`src/sv/dls_pkg.sv`:
```
package dls_pkg;

	localparam int MAX_BREAK_BYTES = 8;
	localparam int WIN_DEPTH = (MAX_BREAK_BYTES < 8) ? MAX_BREAK_BYTES : 8;
	localparam int FILL_W = $clog2(WIN_DEPTH + 1);
	localparam int IDX_W = (WIN_DEPTH > 1) ? $clog2(WIN_DEPTH) : 1;
	localparam int SEG_W = 17;
	localparam logic [SEG_W-1:0] SEG_MAX = {SEG_W{1'b1}};

	localparam logic [1:0] CFG_BREAK_BYTES = 2'd0;
	localparam logic [1:0] CFG_BREAK_LENGTH = 2'd1;
	localparam logic [1:0] CFG_LINE_INDEX = 2'd2;

	typedef struct packed {
		logic [7:0] text_byte;
		logic       byte_present;
		logic       end_of_text;
	} in_beat_t;

	typedef struct packed {
		logic [7:0] line_byte;
		logic       byte_valid;
		logic       line_done;
	} out_beat_t;

	typedef struct packed {
		logic [63:0]       break_bytes;
		logic [FILL_W-1:0] break_length;
		logic [15:0]       line_index;
	} cfg_t;

	typedef struct packed {
		logic [7:0] text_byte;
		logic       byte_present;
		logic       end_of_text;
		logic       zero_end;
	} job_t;

endpackage

```
`src/sv/dls_front.sv`:
```
module dls_front (
	input  logic             clk,
	input  logic             arst_n,
	input  logic             in_valid,
	output logic             in_ready,
	input  dls_pkg::in_beat_t in_data,
	input  dls_pkg::cfg_t    cfg,
	output logic             job_valid,
	input  logic             job_pop,
	output dls_pkg::job_t    job
);

	dls_pkg::job_t queue_q [2];
	logic          wr_ptr_q;
	logic          rd_ptr_q;
	logic [1:0]    count_q;
	logic          accept;
	logic          push;
	logic          zero_len;
	dls_pkg::job_t new_job;

	// With no break string in use, only the end of a text has any effect.
	assign zero_len = (cfg.break_length == '0);
	assign in_ready = (count_q != 2'd2);
	assign accept = in_valid && in_ready;
	assign push = accept && !(zero_len && !in_data.end_of_text);
	assign job_valid = (count_q != 2'd0);
	assign job = queue_q[rd_ptr_q];

	always_comb begin
		new_job.text_byte = in_data.text_byte;
		new_job.byte_present = in_data.byte_present;
		new_job.end_of_text = in_data.end_of_text;
		new_job.zero_end = zero_len;
	end

	always_ff @(posedge clk) begin
		if (push) begin
			queue_q[wr_ptr_q] <= new_job;
		end
	end

	always_ff @(posedge clk or negedge arst_n) begin
		if (!arst_n) begin
			wr_ptr_q <= 1'b0;
			rd_ptr_q <= 1'b0;
			count_q <= 2'd0;
		end else begin
			if (push) begin
				wr_ptr_q <= !wr_ptr_q;
			end
			if (job_pop) begin
				rd_ptr_q <= !rd_ptr_q;
			end
			if (push && !job_pop) begin
				count_q <= count_q + 2'd1;
			end else if (!push && job_pop) begin
				count_q <= count_q - 2'd1;
			end
		end
	end

endmodule

```
`src/sv/dls_back.sv`:
```
module dls_back (
	input  logic               clk,
	input  logic               arst_n,
	input  dls_pkg::cfg_t      cfg,
	input  logic               job_valid,
	output logic               job_pop,
	input  dls_pkg::job_t      job,
	output logic               out_valid,
	input  logic               out_ready,
	output dls_pkg::out_beat_t out_data
);

	typedef enum logic [1:0] {
		ST_IDLE,
		ST_SCAN,
		ST_FLUSH
	} state_t;

	state_t                      state_q;
	logic [7:0]                  win_q [dls_pkg::WIN_DEPTH];
	logic [dls_pkg::FILL_W-1:0]  fill_q;
	logic [dls_pkg::SEG_W-1:0]   seg_q;
	logic                        end_q;
	logic                        out_valid_q;
	dls_pkg::out_beat_t          out_data_q;
	logic                        ostall;
	logic                        is_prefix;
	logic                        selected;

	assign ostall = out_valid_q && !out_ready;
	assign job_pop = (state_q == ST_IDLE) && job_valid && !ostall;
	assign selected = (seg_q == {1'b0, cfg.line_index});
	assign out_valid = out_valid_q;
	assign out_data = out_data_q;

	always_comb begin
		is_prefix = (fill_q <= cfg.break_length);
		for (int k = 0; k < dls_pkg::WIN_DEPTH; k++) begin
			if ((dls_pkg::FILL_W'(k) < fill_q) && (win_q[k] != cfg.break_bytes[8*k +: 8])) begin
				is_prefix = 1'b0;
			end
		end
	end

	always_ff @(posedge clk or negedge arst_n) begin
		if (!arst_n) begin
			state_q <= ST_IDLE;
			fill_q <= '0;
			seg_q <= '0;
			end_q <= 1'b0;
			out_valid_q <= 1'b0;
		end else begin
			if (!ostall) begin
				unique case (state_q)
					ST_IDLE: begin
						if (job_valid && job.zero_end) begin
							fill_q <= '0;
							seg_q <= '0;
							out_valid_q <= 1'b1;
							out_data_q <= '{line_byte: 8'd0, byte_valid: 1'b0, line_done: 1'b1};
						end else begin
							out_valid_q <= 1'b0;
							if (job_valid) begin
								if (job.byte_present &&
										(fill_q < dls_pkg::FILL_W'(dls_pkg::WIN_DEPTH))) begin
									win_q[fill_q[dls_pkg::IDX_W-1:0]] <= job.text_byte;
									fill_q <= fill_q + 1'b1;
								end
								end_q <= job.end_of_text;
								state_q <= ST_SCAN;
							end
						end
					end
					ST_SCAN: begin
						if ((fill_q != '0) && !is_prefix) begin
							for (int k = 0; k < dls_pkg::WIN_DEPTH - 1; k++) begin
								win_q[k] <= win_q[k+1];
							end
							fill_q <= fill_q - 1'b1;
							out_valid_q <= selected;
							if (selected) begin
								out_data_q <= '{line_byte: win_q[0], byte_valid: 1'b1, line_done: 1'b0};
							end
						end else begin
							out_valid_q <= 1'b0;
							if (fill_q == cfg.break_length) begin
								fill_q <= '0;
								if (seg_q != dls_pkg::SEG_MAX) begin
									seg_q <= seg_q + 1'b1;
								end
							end
							state_q <= end_q ? ST_FLUSH : ST_IDLE;
						end
					end
					ST_FLUSH: begin
						if (fill_q != '0) begin
							for (int k = 0; k < dls_pkg::WIN_DEPTH - 1; k++) begin
								win_q[k] <= win_q[k+1];
							end
							fill_q <= fill_q - 1'b1;
							out_valid_q <= selected;
							if (selected) begin
								out_data_q <= '{line_byte: win_q[0], byte_valid: 1'b1, line_done: 1'b0};
							end
						end else begin
							seg_q <= '0;
							out_valid_q <= 1'b1;
							out_data_q <= '{line_byte: 8'd0, byte_valid: 1'b0, line_done: 1'b1};
							state_q <= ST_IDLE;
						end
					end
					default: begin
						out_valid_q <= 1'b0;
						state_q <= ST_IDLE;
					end
				endcase
			end
		end
	end

endmodule

```
`src/sv/delimited_line_selector.sv`:
```
// A byte that is resolved at once passes through the queue, the window and the output register.
// Each text beat is popped from the queue in the idle state and then scanned; the scan sheds
// one byte a cycle from the window while the output is not stalled, and the flush ends a text.
// A two-entry queue decouples input from the scan, so beats are still taken while a result waits
// until the queue is full. Reset empties the queue and clears the window fill and segment counter.
module delimited_line_selector (
	input  logic               clk,
	input  logic               arst_n,
	input  logic               in_valid,
	output logic               in_ready,
	input  dls_pkg::in_beat_t  in_data,
	output logic               out_valid,
	input  logic               out_ready,
	output dls_pkg::out_beat_t out_data,
	input  logic               cfg_valid,
	output logic               cfg_ready,
	input  logic [1:0]         cfg_index,
	input  logic [63:0]        cfg_data
);

	logic [63:0]   break_bytes_q;
	logic [3:0]    break_length_q;
	logic [15:0]   line_index_q;
	dls_pkg::cfg_t cfg;
	logic          job_valid;
	logic          job_pop;
	dls_pkg::job_t job;

	assign cfg_ready = 1'b1;

	always_comb begin
		cfg.break_bytes = break_bytes_q;
		cfg.line_index = line_index_q;
		if (break_length_q > 4'(dls_pkg::WIN_DEPTH)) begin
			cfg.break_length = dls_pkg::FILL_W'(dls_pkg::WIN_DEPTH);
		end else begin
			cfg.break_length = dls_pkg::FILL_W'(break_length_q);
		end
	end

	always_ff @(posedge clk or negedge arst_n) begin
		if (!arst_n) begin
			break_bytes_q <= 64'd0;
			break_length_q <= 4'd1;
			line_index_q <= 16'd0;
		end else if (cfg_valid && cfg_ready) begin
			unique case (cfg_index)
				dls_pkg::CFG_BREAK_BYTES:  break_bytes_q <= cfg_data;
				dls_pkg::CFG_BREAK_LENGTH: break_length_q <= cfg_data[3:0];
				dls_pkg::CFG_LINE_INDEX:   line_index_q <= cfg_data[15:0];
				default: begin
				end
			endcase
		end
	end

	dls_front u_front (
		.clk       (clk),
		.arst_n    (arst_n),
		.in_valid  (in_valid),
		.in_ready  (in_ready),
		.in_data   (in_data),
		.cfg       (cfg),
		.job_valid (job_valid),
		.job_pop   (job_pop),
		.job       (job)
	);

	dls_back u_back (
		.clk       (clk),
		.arst_n    (arst_n),
		.cfg       (cfg),
		.job_valid (job_valid),
		.job_pop   (job_pop),
		.job       (job),
		.out_valid (out_valid),
		.out_ready (out_ready),
		.out_data  (out_data)
	);

endmodule

```
`config.mk`:
```
export PLATFORM = sky130hd
export DESIGN_NAME = delimited_line_selector
export DESIGN_NICKNAME = d
export VERILOG_FILES = /design/src/sv/dls_pkg.sv /design/src/sv/dls_front.sv /design/src/sv/dls_back.sv /design/src/sv/delimited_line_selector.sv
export SDC_FILE = /design/constraint.sdc
export NUM_CORES = 1
export LEC_CHECK = 0
export ABC_CLOCK_PERIOD_IN_PS = 6500
export BUFFER_PORTS_ARGS = -buffer_cell sky130_fd_sc_hd__buf_2
export CORE_MARGIN = 5
export CORE_UTILIZATION = 50
export DETAILED_ROUTE_END_ITERATION = 12
export GPL_ROUTABILITY_DRIVEN = 0
export HOLD_SLACK_MARGIN = 0.03
export PLACE_DENSITY = 0.69
export REMOVE_ABC_BUFFERS = 1
export SKIP_LAST_GASP = 1
export SLEW_MARGIN = 25
export SYNTH_ARGS = -nofsm -noshare
export SYNTH_HDL_FRONTEND = slang
export SYNTH_HIERARCHICAL = 1
export SYNTH_SLANG_ARGS = --single-unit
```
`constraint.sdc`:
```
create_clock -name clk -period 6.5 [get_ports clk]
set_clock_uncertainty 0.1 [all_clocks]
set_input_delay 0.65 -clock clk [delete_from_list [all_inputs] [get_ports clk]]
set_output_delay 0.65 -clock clk [all_outputs]
set_load 0.03 [all_outputs]
```
# Yosys cells after proc, flatten, opt, wreduce, memory -nomap -nowiden
# Memory sizes are Yosys's and may differ from the RTL's.
# Cells that the tools add are included.
# totals
register_bits	123
mem_bits_rw	86
input_bits	81
output_inout_bits	13
wordCells	181
n_memories	2
# mem_list
name	depth	width	rd	rd_ports_with_merged_regs	write_ports	line	text
u_back.win_q	8	8	8	0	7	dls_back.sv:20	logic [7:0] win_q [dls_pkg::WIN_DEPTH];
u_front.queue_q	2	11	1	0	1	dls_front.sv:13	dls_pkg::job_t queue_q [2];
# classes
addsub	5
order_cmp	11
n_eq_ne	28
muxes	65
bitwise_logic	9
n_reduce_logical	47
# op_table
cell	n
two-way mux 17 bit	5
two-way mux 8 bit	8
inequality test 8 bit	8
case mux 17 bit (3 select lines)	1
two-way mux 10 bit	4
case mux 10 bit (3 select lines)	1
two-way mux 1 bit	28
two-way mux 4 bit	7
logical AND 1 bit	22
adder 17 x 1 -> 17 bit (second input constant)	1
== test 17 x 16 -> 1 bit	1
inequality test 17 bit (second input constant)	1
less-than comparator 3 x 4 -> 1 bit (first input constant)	4
two-way mux 2 bit	7
case mux 4 bit (3 select lines)	1
inequality test 2 x 1 -> 1 bit (second input constant)	5
inequality test 2 bit (second input constant)	5
AND reduction 5 bit	2
logical NOT 1 bit	9
less-than comparator 1 x 4 -> 1 bit (first input constant)	2
less-than comparator 2 x 4 -> 1 bit (first input constant)	2
OR reduction 8 bit	1
bitwise OR 1 bit	7
AND reduction 7 bit	1
25 further kinds	32

# Logic depth before layout (Yosys ltp)
# logic_depth
word_depth	21
ltp_mapped	13
ltp_nobuf	11

# Modules after synthesis
# The synthesis kept the hierarchy.
# by_module_without_submodules
mod	instances	cells_per_inst	area_per_inst_um2	seq_area_each_um2
dls_back	1	506	5831.8	2847.7
delimited_line_selector	1	185	3203.1	2103.3
dls_front	1	55	1017.2	760.7

# Worst setup path after synthesis
# Ideal clock, no wire load.
# synth_timing
kind	reg-to-reg
start	register u_back/seg_q[0] (netlist bit)
end	register u_back/seg_q[13] (netlist bit)
arrival_time_ps	2530
required_time_ps	6257
path_slack_ps	3728
stages_incl_launch_ff	14
period_less_slack_ps	2772
path_cell_list	dfrtp_1 > ha_1 > and3_1 > and3_1 > nand2_1 > nor3_1 > ha_1 > o21ai_0 > nand3b_1 > a31o_1 > buf_6 > clkbuf_1 > o31ai_1 > a21oi_1
# synth_between
elab_chain_len	5
word_cells_on_any_way	8
classes_between	add/sub (1); eq/ne (2); mux (4); reduce/logical (1)
# synth_rtl
item	line	text
start, declared	dls_back.sv:22	logic [dls_pkg::SEG_W-1:0] seg_q;
start signal, assigned	dls_back.sv:89	seg_q <= seg_q + 1'b1;
adder 17 x 1 -> 17 bit	dls_back.sv:89	
two-way mux 17 bit	dls_back.sv:88	if (seg_q != dls_pkg::SEG_MAX) begin
two-way mux 17 bit	dls_back.sv:86	if (fill_q == cfg.break_length) begin
two-way mux 17 bit	dls_back.sv:75	if ((fill_q != '0) && !is_prefix) begin
case mux 17 bit (3 select lines)	dls_back.sv:54	unique case (state_q)
# Parallel ways exist; a longest one is shown, timed or not. The select of a mux whose other input is x is not followed.
# A chain may end at the register's enable or synchronous reset.

==> impl_metrics.tcl <==
set metrics [dict create \
    finalCriticalPeriod_ns 3.84 \
    grt_first_pass_wirelength_um 34200 \
    synthCells 746 \
    status "completed" \
    cts_resized 0 \
    grt_usage_pct 18.8 \
    startpoint "u_back/fill_q[0]$_DFFE_PN0P_" \
    grt_max_degree 78 \
    viasPerCell 5.61 \
    die_w_um 152 \
    cp_max_fo 57 \
    maxSlewHeadroom_pct 32.6 \
    globalRoute.busiestLayer "met2" \
    grt.overflow.total 0 \
    yosys_most_used_dff "dfrtp_1" \
    cts_buffer_depth 3 \
    dr.pass1.iters 5 \
    synth_area_per_cell_sq_um 13.5 \
    dieArea_sq_um 23000 \
    layout.nets 937 \
    worst_pin_slew_ns 1.01 \
    start_util_pct 51.1 \
    finalSetupTns_ns 0 \
    r2r_cells 11 \
    p_clk_share_pct 26.2 \
    hold_class "in -> async" \
    synth_edf_count 96 \
    sw_frac_of_total_pct 33.4 \
    io_buffers 92 \
    num_io_pins 94 \
    maxCapViolCount 0 \
    p_comb_share_pct 31.2 \
    crit_type "reg -> reg" \
    wire_per_inst_um 19.3 \
    hpwl_um 15500 \
    rows 51 \
    core_area_sq_um 19700 \
    syn_area_sq_um 10100 \
    fin_crit_sh_pct 59.0 \
    power_leakage_nw 4.58 \
    cts_tree "built" \
    die_h_um 152 \
    rsz0062_at_grt "false" \
    vdd_ir_drop_max_mv 0.254 \
    cts-root-buf "clkbuf_16" \
    worst_setup_path_end_kind "flip-flop" \
    drc_errors 0 \
    multiInputGateArea_sq_um 4110 \
    vias 6293 \
    final_max_slew_viol_count 0 \
    fmax_mhz 261 \
    finalHoldViolations 0 \
    num_antenna_cells 0 \
    switchingPower_mw 1.63 \
    n_fill_cell 1587 \
    grt_use_met1_pct 26.6 \
    grt_pass1_vias 6477 \
    worstSkewPairLatency_ns 0.50 \
    required_ns 6.61 \
    seq_area_sq_um 5710 \
    ys_seq_area_share_pct 56.8 \
    grtUsageMet3_pct 3.03 \
    drive_gt1_share_pct 33.5 \
    yosys_warnings 6 \
    ant_nets 0 \
    antenna_found_initial 0 \
    pwr_density_cell_nw_per_um2 426 \
    dp_slack_ns 2.73 \
    cts.sinks 209 \
    clk_pin_slew_ns 0.06 \
    rr_endpoint "u_back/win_q[0][4]$_DFFE_PP_" \
    reg2reg_from "u_back/fill_q[0]$_DFFE_PN0P_" \
    p_seq_share_pct 42.6 \
    p_int_mw 3.25 \
    cp.arrival_ns 3.95 \
    area_delta_synth_final_pct 14.0 \
    finalWorstSetupSlack_ns 2.66 \
    htreeDepth 1 \
    async_reset_ff_share_pct 54.1 \
    post-cts-setup-buffer-count 0 \
    first_iter_violations 386 \
    finalSetupViolCount 0 \
    critPathLaunchType "flip-flop" \
    cts_buffers 23 \
    ys_types 58 \
    grtUsageMet2_pct 30.3 \
    r2r_setup_slack_ns 2.66 \
    wl_um 21600 \
    ys_ff_latch 209 \
    cts_hold_buf 0 \
]
-- kinds of logic (layout without fill, tap and decap cells) --
logic type,Yosys count,in the layout,share of synthesized area (%)
DFF,209,209,56.8
muxes,161,161,17.9
and+or+nand+nor,150,150,8.09
xor gates and xnor gates,85,85,7.41
AOI/OAI and AO/OA,80,80,5.41
buffers and inverters,45,156,2.44
adders and majority gates,15,15,1.87
other,1,1,0.0373
-- sequential cells by signal, summed over array words and instances, names as in the netlist --
| register | flops |
|---|---|
| break_bytes_q | 64 |
| break_length_q | 4 |
| line_index_q | 16 |
| u_back/end_q | 1 |
| u_back/fill_q | 4 |
| u_back/out_data | 10 |
| u_back/out_valid | 1 |
| u_back/seg_q | 17 |
| u_back/state_q | 2 |
| u_back/win_q | 64 |
| u_front/count_q | 2 |
| u_front/queue_q | 22 |
| u_front/rd_ptr_q | 1 |
| u_front/wr_ptr_q | 1 |
-- cell type report --
class                           instances  area share, %
Inverter                               19          0.622
Clock buffer                           33           5.44
Multi-Input combinational cell        492           35.9
Timing Repair Buffer                   96           4.34
Clock inverter                          8          0.972
Tap cell                              265           2.89
Sequential cell                       209           49.8
-- worst max-delay path, stage by stage (launching register included) --
cell,delay [ns]
dfrtp_1,0.47
inv_1,0.24
ha_1,0.22
inv_1,0.07
nor3_1,0.29
a21oi_1,0.12
a2111oi_4,0.25
nand4_2,0.18
o21ai_1,0.77
nor2_4,0.05
buf_4,0.35
a21o_1,0.38
-- power by group through the flow --
stage               clock [mW]  combinational, mW  sequential (mW)
finish                    1.28               1.52             2.08
global route              1.36               1.66             2.11
CTS                       1.30               1.52             2.08
detailed placement           0               1.50             2.10
global placement             0               1.44             2.09
floorplan                    0               1.10             2.05
-- metal layers --
layer / vias up / routed length, um
li1: 2940 / -
met1: 3124 / 9740
met2: 186 / 10200
met3: 43 / 1150
met4: 0 / 546
met5: - / 0
-- synth_stat cells (3+ instances only) --
cell | count | area share (%)
buf_2 | 5 | 0.25
nor3_1 | 8 | 0.40
inv_1 | 19 | 0.71
a21oi_1 | 26 | 1.3
o21ai_0 | 11 | 0.55
dfrtp_1 | 112 | 28
a21o_1 | 3 | 0.22
nand3b_1 | 4 | 0.30
or4_1 | 10 | 0.75
nor4_1 | 16 | 1.0
or3_1 | 4 | 0.25
nor2b_1 | 7 | 0.44
nand4_1 | 8 | 0.50
and3_1 | 5 | 0.31
nand2b_1 | 6 | 0.37
and2_1 | 3 | 0.19
nand3_1 | 10 | 0.50
xor2_1 | 71 | 6.2
edfxtp_1 | 96 | 29
o221ai_1 | 4 | 0.35
buf_6 | 7 | 0.78
xnor2_1 | 14 | 1.2
mux2i_1 | 9 | 0.90
ha_1 | 15 | 1.9
nor2_1 | 25 | 0.93
mux2_2 | 147 | 16
nand2_1 | 37 | 1.4
clkbuf_1 | 9 | 0.34
o31ai_1 | 7 | 0.52
o22ai_1 | 9 | 0.56
mux2_1 | 5 | 0.56
-- worst max-delay path by stage --
stage / end / slack (ns) / cells past startpoint
after floorplan: u_back/win_q[0][0]$_DFFE_PP_ / 1.75 / 8
after global placement: u_back/win_q[0][4]$_DFFE_PP_ / 2.89 / 11
after detailed placement: u_back/win_q[0][4]$_DFFE_PP_ / 2.73 / 11
after CTS: u_back/win_q[0][4]$_DFFE_PP_ / 2.74 / 11
after global routing: u_back/win_q[0][4]$_DFFE_PP_ / 2.47 / 11
final: u_back/win_q[0][4]$_DFFE_PP_ / 2.66 / 11
-- stage by stage --
| stage | power (mW) | instances | instance area (sq um) | utilization [%] | hold WS, ns |
|---|---|---|---|---|---|
| global route | 5.13 | 1122 | 11500 | 58.3 | 0.0756 |
| CTS | 4.90 | 1122 | 11500 | 58.3 | 0.0366 |
| global placement | 3.53 | 1081 | 10700 | 54.5 | 0.375 |
| finish | 4.88 | 1122 | 11500 | 58.3 | 0.0393 |
| floorplan | 3.15 | 720 | 9880 | - | 0.254 |
| detailed placement | 3.61 | 1081 | 10700 | 54.5 | 0.397 |
-- cell usage in the layout, fill, tap and decap left out, types with 9 or more instances in the layout --
master,instances
xor2_1,71
buf_2,91
nor4_1,16
xnor2_1,14
o21ai_0,11
nand3_1,10
ha_1,15
edfxtp_1,96
mux2i_1,9
a21oi_1,25
nand2_1,37
clkbuf_16,23
clkbuf_1,9
or4_1,10
nor2_1,24
mux2_2,147
inv_1,19
o22ai_1,9
dfrtp_1,112
Power figures use the tool's default switching activity.
